===== config.mk =====
export PLATFORM = sky130hd
export DESIGN_NAME = typing_touchpad_suppressor_top
export DESIGN_NICKNAME = d
export VERILOG_FILES = /design/src/sv/tps_pkg.sv /design/src/sv/tps_out_buf.sv /design/src/sv/typing_touchpad_suppressor_top.sv
export SDC_FILE = /design/constraint.sdc
export NUM_CORES = 2
export LEC_CHECK = 0
export ABC_CLOCK_PERIOD_IN_PS = 16800
export BUFFER_PORTS_ARGS = -buffer_cell sky130_fd_sc_hd__buf_2
export CAP_MARGIN = 10
export CORE_UTILIZATION = 64
export DETAILED_ROUTE_END_ITERATION = 8
export PLACE_DENSITY = 0.86
export SLEW_MARGIN = 40
export SYNTH_ARGS = -nofsm -noshare
export SYNTH_HDL_FRONTEND = slang
export SYNTH_SLANG_ARGS = --single-unit

===== constraint.sdc =====
create_clock -name clk -period 16.8 [get_ports clk]
set_clock_uncertainty 0.2 [all_clocks]
set_input_delay 0.84 -clock clk [delete_from_list [all_inputs] [get_ports clk]]
set_output_delay 0.84 -clock clk [all_outputs]
set_load 0.005 [all_outputs]

===== src/sv/tps_pkg.sv =====
// shared types and constants of the typing touchpad suppressor
package tps_pkg;

  localparam int KeyWords = 4;
  localparam int WordBits = 64;
  localparam int TimeBits = 32;
  localparam int CfgIdxBits = 3;

  // configuration register indexes
  localparam logic [CfgIdxBits-1:0] REG_IDLE_MS       = 3'd0;
  localparam logic [CfgIdxBits-1:0] REG_IGNORE_COMBOS = 3'd1;
  localparam logic [CfgIdxBits-1:0] REG_KEY_MASK_0    = 3'd2;
  localparam logic [CfgIdxBits-1:0] REG_KEY_MASK_1    = 3'd3;
  localparam logic [CfgIdxBits-1:0] REG_KEY_MASK_2    = 3'd4;
  localparam logic [CfgIdxBits-1:0] REG_KEY_MASK_3    = 3'd5;

  // write actions
  localparam logic [1:0] ACT_NONE    = 2'd0;
  localparam logic [1:0] ACT_ENABLE  = 2'd1;
  localparam logic [1:0] ACT_DISABLE = 2'd2;

  typedef struct packed {
    logic [1:0] action;
    logic       suppressed;
    logic       typing_seen;
  } tps_result_t;

endpackage


===== src/sv/tps_out_buf.sv =====
// two-entry result queue between the decision logic and the output port
module tps_out_buf
  import tps_pkg::*;
(
  input  logic        clk,
  input  logic        rst,
  input  logic        push,
  input  tps_result_t push_word,
  output logic        full,
  output logic        out_valid,
  input  logic        out_stall,
  output tps_result_t out_word
);

  tps_result_t head;
  tps_result_t tail;
  logic [1:0]  count;
  logic        pop;

  assign pop       = out_valid && !out_stall;
  assign full      = (count == 2'd2);
  assign out_valid = (count != 2'd0);
  assign out_word  = head;

  always_ff @(posedge clk) begin
    if (rst) begin
      count <= 2'd0;
    end else begin
      if (push && !pop) begin
        count <= count + 2'd1;
      end else if (pop && !push) begin
        count <= count - 2'd1;
      end
    end
  end

  always_ff @(posedge clk) begin
    if (push && pop) begin
      if (count == 2'd2) begin
        head <= tail;
        tail <= push_word;
      end else begin
        head <= push_word;
      end
    end else if (push) begin
      if (count == 2'd0) begin
        head <= push_word;
      end else begin
        tail <= push_word;
      end
    end else if (pop) begin
      head <= tail;
    end
  end

endmodule


===== src/sv/typing_touchpad_suppressor_top.sv =====
// top level of the typing touchpad suppressor
//
// usage
// - input channel: one word per keyboard poll (256-bit key-down map in four
//   64-bit slices, millisecond timestamp, current device on/off state),
//   accepted on a rising edge with in_valid high and in_stall low
// - output channel: one result word per poll (write action, suppressed flag,
//   typing flag), taken on a rising edge with out_valid high and out_stall low
// - configuration: cfg_we writes cfg_data into register cfg_index
//   (0 idle_ms, 1 ignore_combos, 2..5 key masks); other indexes are dropped
// - the result is registered in the result queue and leaves after any words ahead of it
// - throughput: one poll per cycle while the queue is not full, set by the single
//   pass of decision logic from the ports into the two-entry result queue
// - a stalled receiver fills the queue; in_stall rises only when both
//   entries are held, and the queued words leave in order
// - reset: registers return to their defaults, the queue empties, and the
//   first poll afterwards only records the key map
module typing_touchpad_suppressor_top
  import tps_pkg::*;
(
  input  logic                  clk,
  input  logic                  rst,
  // configuration
  input  logic                  cfg_we,
  input  logic [CfgIdxBits-1:0] cfg_index,
  input  logic [WordBits-1:0]   cfg_data,
  // poll channel
  input  logic                  in_valid,
  output logic                  in_stall,
  input  logic [WordBits-1:0]   keys_down_0,
  input  logic [WordBits-1:0]   keys_down_1,
  input  logic [WordBits-1:0]   keys_down_2,
  input  logic [WordBits-1:0]   keys_down_3,
  input  logic [TimeBits-1:0]   now_ms,
  input  logic                  device_on,
  // result channel
  output logic                  out_valid,
  input  logic                  out_stall,
  output logic [1:0]            action,
  output logic                  suppressed,
  output logic                  typing_seen
);

  // configuration registers
  logic [TimeBits-1:0]           idle_ms;
  logic                          ignore_combos;
  logic [KeyWords*WordBits-1:0]  key_mask;

  // poll state
  logic [KeyWords*WordBits-1:0]  previous_keys;
  logic signed [TimeBits+1:0]    last_typing_ms;
  logic                          primed;
  logic                          suppressed_flag;
  logic                          saved_on;

  logic [KeyWords*WordBits-1:0]  keys;
  logic                          accept;
  logic                          buf_full;
  logic                          typing;
  logic signed [TimeBits+2:0]    now_ext;
  logic signed [TimeBits+2:0]    idle_ext;
  logic signed [TimeBits+2:0]    last_sel;
  logic signed [TimeBits+2:0]    last_fix;
  logic                          enable;
  logic signed [TimeBits+1:0]    last_typing_ms_next;
  logic                          suppressed_flag_next;
  logic                          saved_on_next;
  tps_result_t                   result;
  tps_result_t                   out_word;

  assign keys     = {keys_down_3, keys_down_2, keys_down_1, keys_down_0};
  assign in_stall = buf_full;
  assign accept   = in_valid && !buf_full;

  always_ff @(posedge clk) begin
    if (rst) begin
      idle_ms       <= TimeBits'(1000);
      ignore_combos <= 1'b0;
      key_mask      <= '1;
    end else if (cfg_we) begin
      case (cfg_index)
        REG_IDLE_MS:       idle_ms <= cfg_data[TimeBits-1:0];
        REG_IGNORE_COMBOS: ignore_combos <= cfg_data[0];
        REG_KEY_MASK_0:    key_mask[0*WordBits +: WordBits] <= cfg_data;
        REG_KEY_MASK_1:    key_mask[1*WordBits +: WordBits] <= cfg_data;
        REG_KEY_MASK_2:    key_mask[2*WordBits +: WordBits] <= cfg_data;
        REG_KEY_MASK_3:    key_mask[3*WordBits +: WordBits] <= cfg_data;
        default: ;
      endcase
    end
  end

  // decision for one poll
  always_comb begin
    now_ext  = $signed({3'b000, now_ms});
    idle_ext = $signed({3'b000, idle_ms});

    // a newly pressed watched key, unless combos are ignored and an
    // unwatched key is held
    typing = |(keys & ~previous_keys & key_mask);
    if (ignore_combos && |(keys & ~key_mask)) begin
      typing = 1'b0;
    end

    last_sel = typing ? now_ext : (TimeBits+3)'(last_typing_ms);
    // clock went backwards: put the last typing time just out of reach
    if (last_sel > now_ext) begin
      last_fix = now_ext - idle_ext - (TimeBits+3)'(1);
    end else begin
      last_fix = last_sel;
    end
    enable = now_ext > (last_fix + idle_ext);

    suppressed_flag_next = suppressed_flag;
    saved_on_next        = saved_on;
    result.action        = ACT_NONE;
    if (suppressed_flag && enable) begin
      suppressed_flag_next = 1'b0;
      result.action        = saved_on ? ACT_ENABLE : ACT_DISABLE;
    end else if (!suppressed_flag && !enable && saved_on) begin
      saved_on_next        = device_on;
      suppressed_flag_next = 1'b1;
      result.action        = ACT_DISABLE;
    end
    last_typing_ms_next = last_fix[TimeBits+1:0];
    result.typing_seen  = typing;

    // priming poll only records the key map
    if (!primed) begin
      suppressed_flag_next = suppressed_flag;
      saved_on_next        = saved_on;
      last_typing_ms_next  = last_typing_ms;
      result.action        = ACT_NONE;
      result.typing_seen   = 1'b0;
    end
    result.suppressed = suppressed_flag_next;
  end

  always_ff @(posedge clk) begin
    if (rst) begin
      previous_keys   <= '0;
      last_typing_ms  <= '0;
      primed          <= 1'b0;
      suppressed_flag <= 1'b0;
      saved_on        <= 1'b1;
    end else if (accept) begin
      previous_keys   <= keys;
      last_typing_ms  <= last_typing_ms_next;
      primed          <= 1'b1;
      suppressed_flag <= suppressed_flag_next;
      saved_on        <= saved_on_next;
    end
  end

  // result queue decouples the poll side from a stalling receiver
  tps_out_buf u_out_buf (
    .clk       (clk),
    .rst       (rst),
    .push      (accept),
    .push_word (result),
    .full      (buf_full),
    .out_valid (out_valid),
    .out_stall (out_stall),
    .out_word  (out_word)
  );

  assign action      = out_word.action;
  assign suppressed  = out_word.suppressed;
  assign typing_seen = out_word.typing_seen;

endmodule


Word-level counts from Yosys, hierarchy flattened

Cells that the tools add are included.

Add/sub/neg operators: 5
Multiply operators: 0
Div/mod/pow operators: 0
Magnitude comparators: 2
Equal/unequal tests: 9
Shift-type cells: 0
Muxes and demuxes: 22
Bitwise gates (word level): 6
Reduce and logical (&&, ||, !) cells: 33

Operators with widths:

| kind                    | number |
|---|---|
| $and A256 B256 Y256     | 3 |
| $not A256 Y256          | 2 |
| $reduce_or A256 Y1      | 2 |
| $mux W35                | 2 |
| $mux W4                 | 9 |
| $add A35 B33 Y35        | 1 |
| $gt A33 B35 Y1          | 1 |
| $gt A35 B33 Y1          | 1 |
| $sub A33 B2 Y34 const B | 1 |
| $sub A32 B32 Y33        | 1 |
| $reduce_and A2 Y1       | 8 |
| $mux W2                 | 6 |
| $logic_and A1 B1 Y1     | 9 |
| $eq A3 B2 Y1 const B    | 2 |
| $eq A3 B3 Y1 const B    | 2 |
| $logic_not A1 Y1        | 6 |
| $reduce_bool A2 Y1      | 3 |
| $mux W1                 | 5 |
| $reduce_and A4 Y1       | 1 |
| $eq A3 B1 Y1 const B    | 1 |
| $logic_not A3 Y1        | 1 |
| $ne A3 B3 Y1 const B    | 1 |
| $reduce_and A3 Y1       | 1 |
| $reduce_bool A3 Y1      | 1 |
| other kinds (7)         | 7 |

Flip-flop bits (word level): 592
Latch bits: 0
Bits in writable memories: 0
Memory bits (read-only): 0
Input bits: 361
Output and inout bits: 6
Logic and storage cells: 95
Memories kept: 0

Logic depth before layout (Yosys ltp)

Word-level depth: 19
Mapped depth: 50
Mapped depth without buffers: 47

By module

From an unflattened synthesis, not the netlist that was laid out.

Cell total of the unflattened synthesis: 4179
Area, all modules: 31948.1 µm²

By module, submodules not included:

| module                         | times used | cells each | area an instance (µm²) | sequential area each (µm²) |
|---|---|---|---|---|
| typing_touchpad_suppressor_top | 1          | 4147       | 31483.9                | 11651.2 |
| tps_out_buf                    | 1          | 32         | 464.2                  | 280.3 |

Worst setup path before layout

Ideal clock, no wire load.

Path type: input to register
Start point: in keys_down_3[30]
End point: reg u_out_buf.head, in the netlist u_out_buf.out_word[3], data pin
Setup time: 0.261 ns
Arrival: 9.867 ns
Data required time: 16.339 ns
Slack: 6.472 ns
Stages: 46
Path buffers: 3
Path through: nor2b_1 -> a2111oi_0 -> nand4_1 -> nor4_1 -> nand4_1 -> a32oi_1 -> clkbuf_1 -> mux2_2 -> ha_1 -> a21o_1 -> a21o_1 -> a221o_1 -> o21ai_0 -> a31oi_1 -> o41a_1 -> o21bai_1 -> clkbuf_1 -> buf_2 -> [... 10 more ...] -> nand2b_1 -> a21o_1 -> a21oi_1 -> xor2_1 -> ha_1 -> a21o_1 -> a21o_1 -> a21o_1 -> a21o_1 -> a21o_1 -> a21oi_1 -> o211ai_1 -> nand2_1 -> a211oi_1 -> o2111ai_1 -> o311a_2 -> a211oi_2 -> a221o_1

Cells in the longest elaborated chain, start to end: 18
Elaborated cells between the ends (all ways): 23
Those cells by class: add/sub (1); order compare (2); mux (10); bitwise (3); reduce/logical (7)

Ends and longest elaborated chain:

| item                                                             | line                                                                         | RTL |
|---|---|---|
| start, declared                                                  | typing_touchpad_suppressor_top.sv:33                                         | `input logic [WordBits-1:0] keys_down_3,` |
| $and A256 B256 Y256, on equally long branches                    | typing_touchpad_suppressor_top.sv:100, typing_touchpad_suppressor_top.sv:101 |  |
| $and A256 B256 Y256 / $reduce_or A256 Y1 (equally long branches) | typing_touchpad_suppressor_top.sv:100, typing_touchpad_suppressor_top.sv:101 |  |
| $reduce_or A256 Y1 / $logic_and A1 B1 Y1 (equally long branches) | typing_touchpad_suppressor_top.sv:100, typing_touchpad_suppressor_top.sv:101 |  |
| $mux W1 *                                                        | typing_touchpad_suppressor_top.sv:101                                        | `if (ignore_combos && \|(keys & ~key_mask)) begin` |
| $mux W35 *                                                       | typing_touchpad_suppressor_top.sv:105                                        | `last_sel = typing ? now_ext : (TimeBits+3)'(last_typing_ms);` |
| $gt A35 B33 Y1                                                   | typing_touchpad_suppressor_top.sv:107                                        | `if (last_sel > now_ext) begin` |
| $mux W35 *                                                       | typing_touchpad_suppressor_top.sv:107                                        |  |
| net last_fix[0]                                                  | typing_touchpad_suppressor_top.sv:63                                         | `logic signed [TimeBits+2:0] last_fix;` |
| [... 2 more ...]                                                 | n/a                                                                          |  |
| $logic_not A1 Y1                                                 | typing_touchpad_suppressor_top.sv:120                                        | `end else if (!suppressed_flag && !enable && saved_on) begin` |
| $logic_and A1 B1 Y1 (2 in series)                                | typing_touchpad_suppressor_top.sv:120                                        |  |
| $mux W2                                                          | typing_touchpad_suppressor_top.sv:120                                        |  |
| $mux W2 *                                                        | typing_touchpad_suppressor_top.sv:117                                        | `if (suppressed_flag && enable) begin` |
| $mux W2 *                                                        | typing_touchpad_suppressor_top.sv:129                                        | `if (!primed) begin` |
| $mux W4                                                          | tps_out_buf.sv:46                                                            | `if (count == 2'd0) begin` |
| $mux W4                                                          | tps_out_buf.sv:45                                                            | `end else if (push) begin` |
| $mux W4 *                                                        | tps_out_buf.sv:38                                                            | `if (push && pop) begin` |
| end signal, assigned                                             | tps_out_buf.sv:40                                                            | `head <= tail;` |
| end signal, assigned                                             | tps_out_buf.sv:43                                                            | `head <= push_word;` |
| end signal, assigned                                             | tps_out_buf.sv:47                                                            | `head <= push_word;` |
| end, declared                                                    | tps_out_buf.sv:15                                                            | `tps_result_t head;` |

The timed path passes the listed nets; every way through them passes the cells marked *. The select of a mux whose other input is x is not followed.
A chain may end at the register's enable or synchronous reset.

Worst setup path after layout

Start point: in keys_down_3[1]
End point: reg u_out_buf.head, in the netlist u_out_buf.out_word[3], data pin

Same word-level chain as after synthesis.

==> metrics.yaml <==
setup_path:
  crit_slowest_cell: "a2111oi_0"
  endpoint_kind: "flop"
  cp_max_fo: 36
  ff2ff_path_depth: 42
  crit_type: "input port to flop"
  cpPeakStageDelay_ps: 800
  critPathRequiredTime_ps: 17000
  worstReg2RegStart: "key_mask[193]"
  crit_start: "keys_down_3[1]"
  crit_arrival_ps: 12650
  cp-start-kind: "input port"
final_layout:
  fillers: 3914
  utilization: 0.742
  final_cells: 5119
  area_delta_synth_final_pct: 14.0
  final_nets: 4883
  drive_gt1_frac: 0.137
  finalInstanceArea_um2: 36400
grt:
  grt_start_max_net_pins: 131
  first_global_vias: 30406
  grtUsageTotal: 0.509
  grt_pass1_wl_mm: 190
  grt.overflow.total: 0
  antenna_found_initial: 27
floorplan:
  fp.coreArea_um2: 49100
  chipWidth_um: 225
  initial_core_util: 0.651
  die_h_um: 225
  dieArea_um2: 50800
  rows: 81
  io_pins: 367
clock_network:
  hold_buffers: 0
  post-cts-setup-buffers: 0
  cts_resized: 0
  insertion_delay_ps: 650
  cts_sinks: 592
  cts_tree: "done"
  clockBufferDepth: 3
  clkTransAtPathRegs_ps: 70
  htree_levels: 2
  cts_root_buf: "clkbuf_16"
  cts_buffers: 60
placement:
  placed_area_um2: 34300
  place_ws_ps: 3920
  dpl.cell_count: 4990
  dp_hpwl_mm: 97.2
  port_buffers: 366
  gp_congestion: 1.08
pwr:
  p_per_area_nw_per_um2: 106
  power_mw: 3.86
  p_leak_nw: 15.6
  vdd_ir_drop_max_uv: 94.3
timing:
  slew_viol_final: 0
  timing.setup.tns_ps: 0
  grt_setup_unrepaired: "no"
  tightest_slew_ps: 957
  fin_crit_sh: 0.741
  maxSlewHeadroom: 0.362
  period_needed_ps: 12450
  hold_slack_ps: 244
  max_freq_mhz: 80.3
  finalHoldViolations: 0
  timing.final.ws_setup_ps: 4350
  finalSetupViolCount: 0
drt:
  dr.pass1.iters: 9
  drc_errors: 0
  drtIter0Drc: 4897
  ant_nets: 0
  post_drt_wl_per_cell_um: 26.0
  totalWireLength_mm: 133
  viasPerCell: 6.50
  vias: 33263
worst_hold_path:
  worstHoldStart: "keys_down_2[63]"
  hp-class: "input port to flop"
  min_path_cells: 3
logic_synthesis:
  synth_seq_cells: 592
  syn-mean-instance-area_um2: 7.73
  yosysTopAreaCell: "dfxtp_1"
  synthCells: 4127
  ys.flop_type: "dfxtp_1"
  synth_top_area_share: 0.366
  synth-edff-count: 8
  ys_warn_count: 0
  syn_area_um2: 31900
  seq_area_frac_synth: 0.374
  synth_area_leaders: "dfxtp_1, nand2_1, a21oi_1, ha_1, nand3b_1"
  syn_nets: 4621
  ys_types: 95
  synthArstFlopShare: 0
status:
  outcome: "complete, no violations"
run:
  drv_cap: 0
## cell usage after synthesis, drive strengths merged (7+ instances only)
master      n
or2         9
nand2    1167
nand4      63
inv       163
nand3      89
and3        9
o21ai     105
or3         7
o211ai     73
buf        25
a211o      17
nor3       41
clkbuf    175
nand3b    197
a31oi       9
mux2i     103
xor2       38
nand2b     18
dfxtp     584
o21a       20
o22ai      19
ha        131
xnor2      39
a21oi     388
o31ai      12
a21o       46
nor4       31
and4        7
and2       15
edfxtp      8
a2111oi    65
nor2       99
a211oi     19
nor2b     213
mux2       43
## metal layers
metal,track usage,up-vias,part of all wire,wire (um)
met4,0.458,18,0.11,14600
met1,0.591,15337,0.34,45300
met3,0.154,681,0.13,17800
met5,0,-,0.00084,111
met2,0.758,2440,0.41,55100
li1,-,14787,-,-
## registers in the layout, summed over array words and instances, names as in the netlist
name                flops
primed                  1
saved_on                1
last_typing_ms         34
key_mask              256
u_out_buf.count         2
idle_ms                32
ignore_combos           1
suppressed_flag         1
u_out_buf.tail          4
u_out_buf.out_word      4
previous_keys         256
## cell type report
cell class                 instances  area [um2]  share of cell area
multi-input combinational       3171       18800               0.516
clock buffer                      87        1770              0.0487
tap                              664         831              0.0228
sequential                       592       11900               0.328
timing repair buffer             400        2150              0.0590
antenna                           22        55.1             0.00151
inverter                         164         631              0.0173
clock inverter                    19         225             0.00619
## where the power goes
group	internal, mW	switching (mW)
registers	1.51	0.0570
clock network	0.789	0.594
logic	0.312	0.596
## critical path, delay by kind of cell
family	cells	cell delay (ps)
adders and majority gates	4	1200
muxes	1	420
and+or+nand+nor	12	2500
xor gates and xnor gates	1	140
AOI/OAI and AO/OA	21	6430
buffers and inverters	4	1100
## placed cells by master, fill, tap and decap left out, types with 9 or more instances in the layout
| master | count |
|---|---|
| diode_2 | 22 |
| clkbuf_16 | 60 |
| nor2b_1 | 211 |
| a31oi_1 | 9 |
| nor4_1 | 26 |
| nand2_1 | 1165 |
| nand4_1 | 63 |
| o211ai_1 | 72 |
| dfxtp_1 | 584 |
| a21oi_1 | 381 |
| ha_1 | 131 |
| mux2i_1 | 103 |
| nand2b_1 | 18 |
| buf_2 | 367 |
| xor2_1 | 38 |
| nor3_1 | 39 |
| a2111oi_0 | 49 |
| a211oi_1 | 17 |
| nand3_1 | 87 |
| o22ai_1 | 19 |
| xnor2_1 | 39 |
| o31ai_1 | 11 |
| nand3b_1 | 196 |
| a21o_1 | 46 |
| buf_6 | 9 |
| a211o_1 | 17 |
| inv_1 | 162 |
| and2_1 | 15 |
| nor2_1 | 96 |
| mux2_2 | 42 |
| o21a_1 | 20 |
| buf_4 | 22 |
| clkbuf_1 | 10 |
| clkbuf_8 | 17 |
| o21ai_0 | 96 |
## logic make-up after synthesis
group,Yosys count,share of synthesized area
XOR/XNOR,77,0.0211
buffers and inverters,364,0.0435
AO/OA/AOI/OAI,828,0.164
flip-flops,592,0.374
multiplexers,146,0.0475
AND/OR/NAND/NOR,1987,0.297
adder cells (fa/ha/maj),133,0.0526
## worst paths after layout
kind / to / slack [ps]
worst min-delay path: previous_keys[191] / 240
worst min register to register: previous_keys[37] / 250
worst max register to register: u_out_buf.out_word[3] / 4380
worst max-delay path: u_out_buf.out_word[3] / 4350
(Power assumes the default switching activity.)
